--- src/hw/rtl/btnode_pkg.sv ---
// ----------------------------------------------------------------------------
// btnode_pkg: shared types and codes for the B+ tree internal node engine
// Opcodes, status codes, field widths and the per-cell update control.
// ----------------------------------------------------------------------------
`default_nettype none

package btnode_pkg;

  // Field widths that do not follow from the node parameters
  localparam int unsigned OP_W   = 4;
  localparam int unsigned SLOT_W = 6;
  localparam int unsigned SIZE_W = 7;
  localparam int unsigned ST_W   = 2;
  localparam int unsigned CFG_W  = 7;

  // Operation codes
  localparam logic [OP_W-1:0] OP_LOOKUP     = 4'd0;
  localparam logic [OP_W-1:0] OP_FIND_CHILD = 4'd1;
  localparam logic [OP_W-1:0] OP_INSERT     = 4'd2;
  localparam logic [OP_W-1:0] OP_REMOVE     = 4'd3;
  localparam logic [OP_W-1:0] OP_POPULATE   = 4'd4;
  localparam logic [OP_W-1:0] OP_TAKE_ONLY  = 4'd5;
  localparam logic [OP_W-1:0] OP_READ       = 4'd6;
  localparam logic [OP_W-1:0] OP_WR_KEY     = 4'd7;
  localparam logic [OP_W-1:0] OP_WR_CHILD   = 4'd8;

  // Status codes
  localparam logic [ST_W-1:0] ST_OK      = 2'd0;
  localparam logic [ST_W-1:0] ST_NOCHILD = 2'd1;
  localparam logic [ST_W-1:0] ST_FULL    = 2'd2;
  localparam logic [ST_W-1:0] ST_RANGE   = 2'd3;

  // Where a cell takes its next key or child from
  typedef enum logic [2:0] {
    SRC_HOLD,
    SRC_LOWER,
    SRC_UPPER,
    SRC_IN_A,
    SRC_IN_B
  } src_e;

  typedef struct packed {
    src_e key_src;
    src_e child_src;
  } cell_act_t;

  typedef struct packed {
    logic ge_en;
    logic eq_en;
  } cell_cmp_t;

endpackage

`default_nettype wire

--- src/hw/rtl/btnode_cell.sv ---
// ----------------------------------------------------------------------------
// btnode_cell: one entry of the node
// Holds one separator key and child id, shifts with its neighbors and
// registers the compare flags used by lookup and child search.
// ----------------------------------------------------------------------------
`default_nettype none

module btnode_cell import btnode_pkg::*; #(
  parameter int unsigned KEY_BITS   = 32,
  parameter int unsigned CHILD_BITS = 32
) (
  input  wire                           clk_i,
  input  var cell_act_t                 act_i,
  input  var cell_cmp_t                 cmp_i,
  input  wire logic signed [KEY_BITS-1:0]   in_key_i,
  input  wire logic signed [CHILD_BITS-1:0] in_child_i,
  input  wire logic signed [CHILD_BITS-1:0] in_newc_i,
  input  wire logic signed [KEY_BITS-1:0]   lower_key_i,
  input  wire logic signed [CHILD_BITS-1:0] lower_child_i,
  input  wire logic signed [KEY_BITS-1:0]   upper_key_i,
  input  wire logic signed [CHILD_BITS-1:0] upper_child_i,
  output logic signed [KEY_BITS-1:0]        key_o,
  output logic signed [CHILD_BITS-1:0]      child_o,
  output logic                              ge_o,
  output logic                              eq_o
);

  logic signed [KEY_BITS-1:0]   key_q, key_d;
  logic signed [CHILD_BITS-1:0] child_q, child_d;
  logic                         ge_q, eq_q;

  always_comb begin
    case (act_i.key_src)
      SRC_LOWER: key_d = lower_key_i;
      SRC_UPPER: key_d = upper_key_i;
      SRC_IN_A:  key_d = in_key_i;
      default:   key_d = key_q;
    endcase
    case (act_i.child_src)
      SRC_LOWER: child_d = lower_child_i;
      SRC_UPPER: child_d = upper_child_i;
      SRC_IN_A:  child_d = in_child_i;
      SRC_IN_B:  child_d = in_newc_i;
      default:   child_d = child_q;
    endcase
  end

  // Flags: search key not below this key, and child id match
  always_ff @(posedge clk_i) begin
    key_q   <= key_d;
    child_q <= child_d;
    ge_q    <= cmp_i.ge_en && !(in_key_i < key_q);
    eq_q    <= cmp_i.eq_en && (in_child_i == child_q);
  end

  assign key_o   = key_q;
  assign child_o = child_q;
  assign ge_o    = ge_q;
  assign eq_o    = eq_q;

endmodule

`default_nettype wire

--- config.mk ---
export PLATFORM = sky130hd
export DESIGN_NAME = btnode_cell
export DESIGN_NICKNAME = d
export VERILOG_FILES = /design/src/hw/rtl/btnode_pkg.sv /design/src/hw/rtl/btnode_cell.sv
export SDC_FILE = /design/constraint.sdc
export NUM_CORES = 1
export LEC_CHECK = 0
export BUFFER_PORTS_ARGS = -buffer_cell sky130_fd_sc_hd__buf_2
export CORE_AREA = 2 2 115 117
export CTS_CLUSTER_SIZE = 12
export DETAILED_ROUTE_END_ITERATION = 10
export DIE_AREA = 0 0 117 119
export MAX_ROUTING_LAYER = met4
export PLACE_DENSITY = 0.76
export SETUP_SLACK_MARGIN = 0.3
export SLEW_MARGIN = 20
export SYNTH_ARGS = -nofsm -noshare
export SYNTH_HDL_FRONTEND = slang
export SYNTH_SLANG_ARGS = --single-unit
--- constraint.sdc ---
create_clock -name clk_i -period 2.96 [get_ports clk_i]
set_clock_uncertainty 0.05 [all_clocks]
set_input_delay 0.444 -clock clk_i [delete_from_list [all_inputs] [get_ports clk_i]]
set_output_delay 0.444 -clock clk_i [all_outputs]
set_load 0.01 [all_outputs]
# Word-level counts from Yosys, hierarchy flattened
# Index checks and enable logic that the tools add are counted.
op_classes:
  n_eq_ne: 8
  magnitude_cmp: 1
  reduce_logical: 5
  muxes: 2
op_table:
  columns: ["operator", "count"]
  rows:
  - ["$pmux W32 S4", 1]
  - ["$pmux W32 S3", 1]
  - ["$eq A32 B32 Y1", 1]
  - ["$lt A32 B32 Y1", 1]
  - ["$eq A3 B2 Y1 const B", 4]
  - ["$eq A3 B1 Y1 const B", 2]
  - ["$reduce_bool A4 Y1", 1]
  - ["$eq A3 B3 Y1 const B", 1]
  - ["$reduce_bool A3 Y1", 1]
  - ["$logic_and A1 B1 Y1", 2]
  - ["$logic_not A1 Y1", 1]
word_totals:
  out_inout_bits: 66
  in_bits: 233
  wordCells: 20
  regBits: 66

# Depth between registers and ports, before layout
# Gate-level depths: netlist of run 1.
logic_depth:
  word_depth: 3
  mapped_depth: 8
  mapped_depth_nobuf: 8

# Worst setup path before layout of run 1
# OpenSTA, ideal clock, no wires.
synth_path:
  path_kind: "input -> register"
  start: "input act_i[0] (netlist bit)"
  end: "register child_q[0], in the netlist child_o[0] (enable)"
  path_buffers: 1
  t_arrival_ns: 2.495
  path_slack_ns: -0.021
  setup_time_ns: 0.436
  cell_stages: 3
  t_required_ns: 2.474
  cell_sequence: "clkbuf_1 nor2_1 xnor2_1"
synth_between:
  elab_chain_cells: 2
  elab_cells_between_ends: 5
  classes_between: "eq/ne: 4; reduce/logical: 1"
synth_rtl:
  columns: ["element", "line_no", "source"]
  rows:
  - ["from (decl)", "btnode_cell.sv:13", "input var cell_act_t act_i,"]
  - ["$eq A3 B3 Y1, or another cell as far along", "btnode_cell.sv:39", "case (act_i.child_src)"]
  - ["$reduce_bool A4 Y1 (no line) *", null, null]
  - ["to (signal assigned)", "btnode_cell.sv:51", "child_q <= child_d;"]
  - ["to (decl)", "btnode_cell.sv:29", "logic signed [CHILD_BITS-1:0] child_q, child_d;"]
# Every way passes the cells marked *; elsewhere a longest branch is shown, timed or not.
# A chain may end at the register's enable or synchronous reset.

# Worst setup path in the final report of run 1
layout_path:
  start: "register key_q[11], in the netlist key_o[11]"
  end: "register ge_q, in the netlist ge_o"
layout_between:
  elab_chain_cells: 3
layout_rtl:
  columns: ["element", "line_no", "source"]
  rows:
  - ["from (decl)", "btnode_cell.sv:28", "logic signed [KEY_BITS-1:0] key_q, key_d;"]
  - ["from (signal assigned)", "btnode_cell.sv:50", "key_q <= key_d;"]
  - ["$lt A32 B32 Y1", "btnode_cell.sv:52", "ge_q <= cmp_i.ge_en && !(in_key_i < key_q);"]
  - ["$logic_not A1 Y1", "btnode_cell.sv:52", null]
  - ["$logic_and A1 B1 Y1", "btnode_cell.sv:52", null]
  - ["to (signal assigned)", "btnode_cell.sv:52", null]
  - ["to (decl)", "btnode_cell.sv:30", "logic ge_q, eq_q;"]
# No other way between the ends.

==> impl_metrics.json, run 1 <==
{
  "status": "completed",
  "path_cells": "inv_1 -> ha_1 -> nand4_1 -> or4_1 -> o211ai_2 -> a21oi_1 -> mux2i_1",
  "synthesis.instances": 521,
  "relSlewSlack": 0.535,
  "drt-initial-drc-count": 342,
  "static-leakage-power_nw": 3.40,
  "clock_power_share": 0.321,
  "syn-mean-instance-area_um2": 9.49,
  "die_height_um": 119,
  "die_x_um": 117,
  "power.ir.vdd_worst_mv": 0.298,
  "cap_viol_max_count": 0,
  "detail_route.wirelength_mm": 16.4,
  "hold_viol": 0,
  "post_cts.resized_instances": 0,
  "grt_max_degree": 65,
  "cp-start-kind": "flop",
  "post_drt_via_cell_ratio": 5.19,
  "floorplan.die_area_um2": 13900,
  "grt_usage": 0.237,
  "post-route-period-util": 0.680,
  "swShare": 0.296,
  "antenna_found_initial": 2,
  "post_synth_num_cell_types": 32,
  "place.port_buffers": 298,
  "worstHoldStart": "cmp_i[1]",
  "reg2regPathDepth": 7,
  "htreeDepth": 3,
  "routed-via-count": 5116,
  "hold_path_end": "ge_o",
  "power.internal_mw": 2.25,
  "regArea_um2": 1960,
  "post_cts_buffers": 0,
  "worst_ep_required_time_ns": 3.12,
  "clk_pin_slew_ns": 0.05,
  "power.combinational.fraction": 0.287,
  "timing_max_transition_violations_final": 0,
  "dpl_worst_slack_ns": 0.782,
  "syn_nets": 785,
  "clk_latency_ns": 0.33,
  "tightest_slew_ns": 0.696,
  "yosys_warnings": 0,
  "synth.largest_area_cell": "sky130_fd_sc_hd__edfxtp_1",
  "remaining_drc_errors": 0,
  "floorplan.initialDensity": 0.384,
  "finish.net_count": 1068,
  "multi_input_comb_area_um2": 2760,
  "fill_cells": 1196,
  "layout_min_cycle_time_ns": 2.01,
  "timing.critical_path.slowest_stage_cell": "sky130_fd_sc_hd__or4_1",
  "coreArea_um2": 12900,
  "critPathMaxStageDelay_ns": 0.56,
  "power.density_cell_area_nw_per_um2": 461,
  "wp_data_arrival_ns": 2.18,
  "tritoncts.num_buffers": 9,
  "synth_seq_area_share": 0.397,
  "seq_power_share": 0.392,
  "crit_path_max_fanout": 3,
  "synthTopCellsByArea": "sky130_fd_sc_hd__edfxtp_1, sky130_fd_sc_hd__ha_1, sky130_fd_sc_hd__a21oi_1, sky130_fd_sc_hd__mux2i_1, sky130_fd_sc_hd__a221oi_1",
  "place_hpwl_mm": 12.7,
  "setup_total_negative_slack_ns": 0,
  "setup.worst_path.end_class": "flop",
  "timing.final.setup_violations": 0,
  "grt_first_pass_wirelength_mm": 24.6,
  "timing.reg2reg.setup_slack_ns": 0.95,
  "synth_top_area_share": 0.389,
  "grt.overflow.total": 0,
  "clk_path_buf_depth": 2,
  "drive_gt1_frac": 0.403,
  "cts_hold_repair.buffers": 0,
  "timing.hold.worst_path_depth": 3,
  "gp_routability_congestion": 0.867,
  "p_sw_uw": 947,
  "grt_setup_unrepaired": "no",
  "std_cell_rows": 42,
  "hold_path.class": "input pin to flop",
  "wl_per_cell_um": 16.7,
  "cts_tree": "yes",
  "detailedRoute.firstPassIterationCount": 5,
  "ioPinCount": 299,
  "ant_nets": 0,
  "mappedNetlistArea_um2": 4940,
  "area_growth_syn_to_layout_pct": 40.4,
  "fmaxAchievable_mhz": 497,
  "clock_sinks": 66,
  "reg2reg_from": "key_o[11]",
  "path_class": "flop to flop",
  "layout_setup_ws_ns": 0.948,
  "reg2reg_to": "ge_o",
  "synth-seq-cells": 66,
  "first_global_vias": 4934,
  "root_buffer": "sky130_fd_sc_hd__clkbuf_16"
}
## power by group through the flow
| stage | registers [mW] | logic, mW | clock network [mW] |
|---|---|---|---|
| after floorplan | 1.32 | 0.429 | 0 |
| after global placement | 1.27 | 0.897 | 0 |
| after CTS | 1.25 | 0.914 | 1.04 |
| final | 1.25 | 0.917 | 1.03 |
| after global routing | 1.27 | 1.03 | 1.08 |
| after detailed placement | 1.27 | 0.910 | 0 |
## critical path, delay by kind of cell, from the launching register on
family	cells	cell delay, ns
compound gates	2	0.28
fa+ha+maj	1	0.31
buf+inv	1	0.06
flops	1	0.38
mux	1	0.11
simple gates	2	0.70
## how the worst max path moves through the flow
stage	startpoint	slack, ns	to
after floorplan	act_i[3]	0.63	key_o[0]
after global placement	act_i[2]	0.69	child_o[25]
after detailed placement	in_key_i[25]	0.78	ge_o
after CTS	key_o[14]	0.93	ge_o
after global routing	key_o[25]	0.83	ge_o
final	key_o[11]	0.95	ge_o
## cell usage after synthesis (all sizes together)
cell type	count
a21o	35
a21oi	74
a221o	1
a221oi	34
a22oi	1
and2	1
and4	2
buf	10
clkbuf	25
dfxtp	2
edfxtp	64
ha	31
inv	33
mux2i	33
nand2	41
nand2b	2
nand3	3
nand4	10
nor2	7
nor2b	34
nor3	1
nor4	3
o211ai	1
o21a	1
o21ai	37
o2bb2ai	1
or4	1
xnor2	29
xor2	4
## routing by layer
metal,global-route usage,part of all wire,vias up
li1,-,-,2497
met1,0.278,0.40,2324
met2,0.391,0.49,258
met3,0.0509,0.081,37
met4,0.0971,0.032,0
met5,-,0,-
## registers in the layout (all words and copies together) (netlist names)
name,flops
child_o,32
key_o,32
eq_o,1
ge_o,1
## kinds of logic after synthesis
family	synth area share
mux	0.0668
compound gates	0.236
flops	0.397
buf+inv	0.0539
xor+xnor	0.0585
fa+ha+maj	0.0785
simple gates	0.109
## cells in the final DEF (no fill, tap or decap), types with 4 or more instances in the layout
| cell type | n |
|---|---|
| sky130_fd_sc_hd__nor2_1 | 5 |
| sky130_fd_sc_hd__xor2_1 | 4 |
| sky130_fd_sc_hd__buf_4 | 7 |
| sky130_fd_sc_hd__nand4_1 | 10 |
| sky130_fd_sc_hd__inv_1 | 33 |
| sky130_fd_sc_hd__xnor2_1 | 28 |
| sky130_fd_sc_hd__ha_1 | 31 |
| sky130_fd_sc_hd__nand2_1 | 41 |
| sky130_fd_sc_hd__a21oi_1 | 74 |
| sky130_fd_sc_hd__a21o_1 | 35 |
| sky130_fd_sc_hd__mux2i_1 | 33 |
| sky130_fd_sc_hd__o21ai_0 | 36 |
| sky130_fd_sc_hd__clkbuf_16 | 9 |
| sky130_fd_sc_hd__a221oi_1 | 33 |
| sky130_fd_sc_hd__edfxtp_1 | 64 |
| sky130_fd_sc_hd__buf_2 | 298 |
| sky130_fd_sc_hd__nor2b_1 | 32 |
## metrics by stage
stage               power, mW  std cells  hold slack [ns]  utilization  area (µm²)
floorplan                1.75        521            0.533            -        4950
global placement         2.17        968            0.573        0.514        6620
detailed placement       2.18        968            0.595        0.515        6630
CTS                      3.21        983            0.314        0.536        6900
global route             3.37        986            0.325        0.539        6940
finish                   3.20        986            0.329        0.539        6940
## layout make-up
class / count / share of cell area
clock inverter: 5 / 0.00667
timing repair buffer: 307 / 0.229
antenna: 2 / 0.000721
tap: 176 / 0.0317
clock buffer: 10 / 0.0330
inverter: 33 / 0.0179
sequential: 66 / 0.283
multi-input combinational: 387 / 0.398
No activity file was read; power rests on OpenSTA's default activity.
==> run 2, diff against run 1 <==
Settings changed: CORE_AREA 2 2 115 117 to 2 2 116 118, DIE_AREA 0 0 117 119 to 0 0 118 120, PLACE_DENSITY 0.76 to 0.72.
Clock period 2.96 ns to 1.9 ns, I/O delays scaled along.
==> impl_metrics.json, run 2 (same netlist as run 1, synthesis figures left out) <==
{
  "status": "finished with violations",
  "violations": "setup timing",
  "top_layer_used": "met4",
  "area_growth_syn_to_layout_pct": 47.8,
  "timing.final.setup_violations": 1,
  "layout_setup_ws_ns": -0.0307,
  "reg2reg_from": "key_o[27]",
  "clk_path_buf_depth": 2,
  "ioPinCount": 299,
  "dpl_worst_slack_ns": -0.101,
  "path_cells": "inv_1 -> ha_4 -> and2_4 -> a221o_1 -> a221oi_2 -> o21ai_1 -> a21oi_2 -> mux2i_1",
  "finalInstanceArea_um2": 7310,
  "first_global_vias": 5167,
  "cp-startpoint": "key_o[27]",
  "cp-start-kind": "flop",
  "finalHoldWorstSlack_ns": 0.179,
  "finish.net_count": 1100,
  "timing.hold.worst_path_depth": 3,
  "cts_tree": "yes",
  "clk_pin_slew_ns": 0.05,
  "fmaxAchievable_mhz": 518,
  "grt_first_pass_wirelength_mm": 25.8,
  "layout_min_cycle_time_ns": 1.93,
  "numPlacedInstances": 996,
  "static-leakage-power_nw": 3.60,
  "timing.critical_path.slowest_stage_cell": "sky130_fd_sc_hd__edfxtp_1",
  "timing.reg2reg.setup_slack_ns": -0.03,
  "met2_length_mm": 8.47,
  "gp_routability_congestion": 0.934,
  "routed-via-count": 5221,
  "path_depth": 8,
  "route.met3.wl_mm": 1.25,
  "hold_path.class": "input pin to flop",
  "finalNonFillerCells": 1021,
  "layout_common_cells": "sky130_fd_sc_hd__buf_2, sky130_fd_sc_hd__a21oi_1, sky130_fd_sc_hd__edfxtp_1, sky130_fd_sc_hd__nand2_1",
  "grt_usage": 0.242,
  "die_height_um": 120,
  "clock_sinks": 66,
  "post_dp_cell_area_um2": 6910,
  "place_hpwl_mm": 13.6,
  "cp_top_family": "compound AO/OA/AOI/OAI gates",
  "mostFrequentLayoutCell": "sky130_fd_sc_hd__buf_2",
  "crit_path_max_fanout": 2,
  "relSlewSlack": 0.559,
  "path_class": "flop to flop",
  "wirelength_met1_mm": 6.63,
  "power.ir.vdd_worst_mv": 0.405,
  "clk_latency_ns": 0.33,
  "ant_nets": 0,
  "hold_viol": 0,
  "htreeDepth": 3,
  "path_buf_inv": 1,
  "grt_setup_unrepaired": "yes",
  "grt_max_degree": 39,
  "reg2regPathDepth": 8,
  "tightest_slew_ns": 0.662,
  "cts_hold_repair.buffers": 0,
  "detailedRoute.firstPassIterationCount": 5,
  "floorplan.initialDensity": 0.381,
  "die_x_um": 118,
  "reg2reg_to": "ge_o",
  "detail_route.wirelength_mm": 16.9,
  "floorplan.die_area_um2": 14200,
  "cap_viol_max_count": 0,
  "remaining_drc_errors": 0,
  "post-route-period-util": 1.02,
  "place.port_buffers": 298,
  "worst_ep_required_time_ns": 2.11,
  "power.density_cell_area_nw_per_um2": 716,
  "crit_path_end": "ge_o",
  "wp_data_arrival_ns": 2.14,
  "antenna_found_initial": 4,
  "std_cell_rows": 42,
  "post_drt_via_cell_ratio": 5.11,
  "root_buffer": "sky130_fd_sc_hd__clkbuf_16",
  "drt-initial-drc-count": 448,
  "critPathMaxStageDelay_ns": 0.39,
  "setup.worst_path.end_class": "flop",
  "setup_total_negative_slack_ns": -0.0307,
  "coreArea_um2": 13000,
  "wl_per_cell_um": 16.5,
  "drive_gt1_frac": 0.438,
  "grt.overflow.total": 0,
  "timing_max_transition_violations_final": 0,
  "tritoncts.num_buffers": 9
}
## run 2: area by class of cell
type                    count  area (µm²)
clock buffers              14         274
fillers                  1218        5670
clock inverters             2        35.0
diodes                      4        10.0
repair buffers            339        1890
well taps                 176         220
inverters                  33         124
flip-flops and latches     66        1960
multi-input cells         387        2800
## run 2: timing repair
action	4_1_cts	5_1_grt
setup endpoints to repair	2	2
gates cloned	0	0
pin swaps	5	7
buffers inserted	3	2
resized for setup	4	3
## run 2: worst min path at each step
| stage | end | from | slack, ns |
|---|---|---|---|
| floorplan | eq_o | cmp_i[0] | 0.37 |
| global placement | key_o[12] | lower_key_i[12] | 0.51 |
| detailed placement | key_o[1] | lower_key_i[1] | 0.51 |
| CTS | key_o[10] | lower_key_i[10] | 0.16 |
| global route | child_o[12] | lower_child_i[12] | 0.18 |
| finish | key_o[1] | lower_key_i[1] | 0.18 |
## run 2: metrics by stage
stage / power (mW) / utilization
detailed placement: 3.49 / 0.533
finish: 5.23 / 0.563
CTS: 5.27 / 0.560
global route: 5.50 / 0.563
global placement: 3.47 / 0.533
floorplan: 2.74 / -
## run 2: tightest hold or removal path, cell delays in order
cell,delay (ns)
sky130_fd_sc_hd__buf_2,0.07
sky130_fd_sc_hd__nand2_1,0.04
sky130_fd_sc_hd__o21ai_0,0.05
## run 2: where the power goes
group          internal, mW  leakage (nW)  switching, mW
Combinational         0.767          2.82          0.787
Sequential             1.83         0.635          0.109
Clock                  1.12         0.153          0.616
Total                  3.72          3.60           1.51
## run 2: routing by layer
layer,track usage,vias up
met4,0.111,0
li1,-,2565
met5,-,-
met3,0.0518,33
met2,0.418,256
met1,0.270,2367
==> run 3, diff against run 2 <==
Settings changed: TNS_END_PERCENT set to 5.
==> impl_metrics.json, run 3 (same netlist as run 1, synthesis figures left out) <==
{
  "detail_route.wirelength_mm": 16.5,
  "layout_common_cells": "sky130_fd_sc_hd__buf_2, sky130_fd_sc_hd__a21oi_1, sky130_fd_sc_hd__edfxtp_1, sky130_fd_sc_hd__nand2_1, sky130_fd_sc_hd__o21ai_0",
  "reg2reg_to": "ge_o",
  "root_buffer": "sky130_fd_sc_hd__clkbuf_16",
  "reg2reg_from": "key_o[25]",
  "std_cell_rows": 42,
  "remaining_drc_errors": 0,
  "cts_hold_repair.buffers": 0,
  "setup_total_negative_slack_ns": -0.0650,
  "insertedDiodeCount": 0,
  "ioPinCount": 299,
  "grt.overflow.total": 0,
  "power.density_cell_area_nw_per_um2": 728,
  "tightest_slew_ns": 0.523,
  "worst_ep_required_time_ns": 2.12,
  "crit_path_max_fanout": 2,
  "worstHoldStart": "cmp_i[1]",
  "timing.final.setup_violations": 1,
  "seq_power_share": 0.364,
  "cap_viol_max_count": 0,
  "grt_usage": 0.233,
  "clk_path_buf_depth": 2,
  "hold_path_end": "ge_o",
  "multi_input_comb_area_um2": 2890,
  "post-route-period-util": 1.03,
  "detailedRoute.firstPassIterationCount": 5,
  "timing.reg2reg.setup_slack_ns": -0.07,
  "post_dp_cell_area_um2": 6840,
  "routed-via-count": 5209,
  "timing.hold.worst_path_depth": 3,
  "hold_path.class": "input pin to flop",
  "grt_first_pass_wirelength_mm": 25.1,
  "fill_cells": 1148,
  "status": "finished with violations",
  "violations": "setup timing",
  "htreeDepth": 3,
  "coreArea_um2": 13000,
  "relSlewSlack": 0.651,
  "path_class": "flop to flop",
  "area_growth_syn_to_layout_pct": 48.7,
  "path_cells": "inv_2 -> ha_4 -> a21o_1 -> a221o_1 -> a221oi_2 -> o21ai_1 -> a21oi_2 -> mux2i_1",
  "hold_viol": 0,
  "clock_power_share": 0.345,
  "ant_nets": 0,
  "floorplan.die_area_um2": 14200,
  "place.port_buffers": 298,
  "finish.net_count": 1093,
  "grt_setup_unrepaired": "yes",
  "drive_gt1_frac": 0.447,
  "critPathMaxStageDelay_ns": 0.40,
  "antenna_found_initial": 0,
  "gp_routability_congestion": 0.842,
  "mostFrequentLayoutCell": "sky130_fd_sc_hd__buf_2",
  "layout_min_cycle_time_ns": 1.97,
  "power.ir.vdd_worst_mv": 0.494,
  "clk_latency_ns": 0.34,
  "finalInstanceArea_um2": 7350,
  "clock_sinks": 66,
  "grt_max_degree": 39,
  "fmaxAchievable_mhz": 509,
  "power.combinational.fraction": 0.291,
  "die_x_um": 118,
  "cp-start-kind": "flop",
  "p_sw_mw": 1.53,
  "swShare": 0.286,
  "place_hpwl_mm": 12.8,
  "layout_setup_ws_ns": -0.0650,
  "power.internal_mw": 3.82,
  "reg2regPathDepth": 8,
  "timing_max_transition_violations_final": 0,
  "setup.worst_path.end_class": "flop",
  "timing.critical_path.slowest_stage_cell": "sky130_fd_sc_hd__edfxtp_1",
  "post_drt_via_cell_ratio": 5.16,
  "wp_data_arrival_ns": 2.18,
  "static-leakage-power_nw": 3.57,
  "die_height_um": 120,
  "cts_tree": "yes",
  "floorplan.initialDensity": 0.381,
  "clk_pin_slew_ns": 0.05,
  "first_global_vias": 5014,
  "regArea_um2": 1960,
  "wl_per_cell_um": 16.4,
  "total_chip_power_mw": 5.35,
  "drt-initial-drc-count": 310,
  "tritoncts.num_buffers": 9
}
==> run 3: worst max-delay path, delay by kind of cell (launching register included) <==
family,cells,cell delay (ns)
AO/OA/AOI/OAI,5,1.00
adder cells (fa/ha/maj),1,0.19
multiplexers,1,0.17
buffers and inverters,1,0.09
flip-flops,1,0.40
==> run 3: area by class of cell <==
| cell class | count | share of cell area |
|---|---|---|
| Multi-Input combinational cell | 387 | 0.393 |
| Clock inverter | 2 | 0.00817 |
| Inverter | 33 | 0.0169 |
| Timing Repair Buffer | 332 | 0.249 |
| Tap cell | 176 | 0.0300 |
| Clock buffer | 14 | 0.0359 |
| Sequential cell | 66 | 0.267 |
==> run 3: through the flow <==
step                       util  cells  hold slack (ns)  setup slack [ns]
after detailed placement  0.527    990            0.495            -0.117
after floorplan               -    521            0.374           -0.0150
after global placement    0.527    990            0.492           -0.0967
after CTS                 0.558   1008            0.132           -0.0727
after global routing      0.566   1010            0.166            -0.146
final                     0.566   1010            0.166           -0.0650
==> run 3: how the worst max path moves through the flow <==
stage / from / end / cells after the start
finish: key_o[25] / ge_o / 8
global route: key_o[25] / ge_o / 8
CTS: key_o[10] / ge_o / 7
detailed placement: in_key_i[11] / ge_o / 7
global placement: in_key_i[11] / ge_o / 7
floorplan: key_o[27] / ge_o / 8
==> run 3: metal layers <==
layer / global-route usage / vias up / part of all wire
li1: - / 2549 / -
met1: 0.270 / 2400 / 0.40
met2: 0.405 / 244 / 0.51
met3: 0.0585 / 16 / 0.077
met4: 0.0625 / 0 / 0.015
met5: - / - / 0
==> run 3: power by group through the flow <==
stage	sequential (mW)	clock [mW]	combinational [mW]
detailed placement	1.97	0	1.48
floorplan	2.06	0	0.675
global route	1.98	1.93	1.71
global placement	1.96	0	1.47
finish	1.95	1.85	1.56
CTS	1.95	1.88	1.51
==> run 3: repair_timing <==
action,4_1_cts,5_1_grt
setup endpoints to repair,2,2
buffers inserted,2,1
hold endpoints to repair,0,0
resized for setup,9,11
pin swaps,6,10
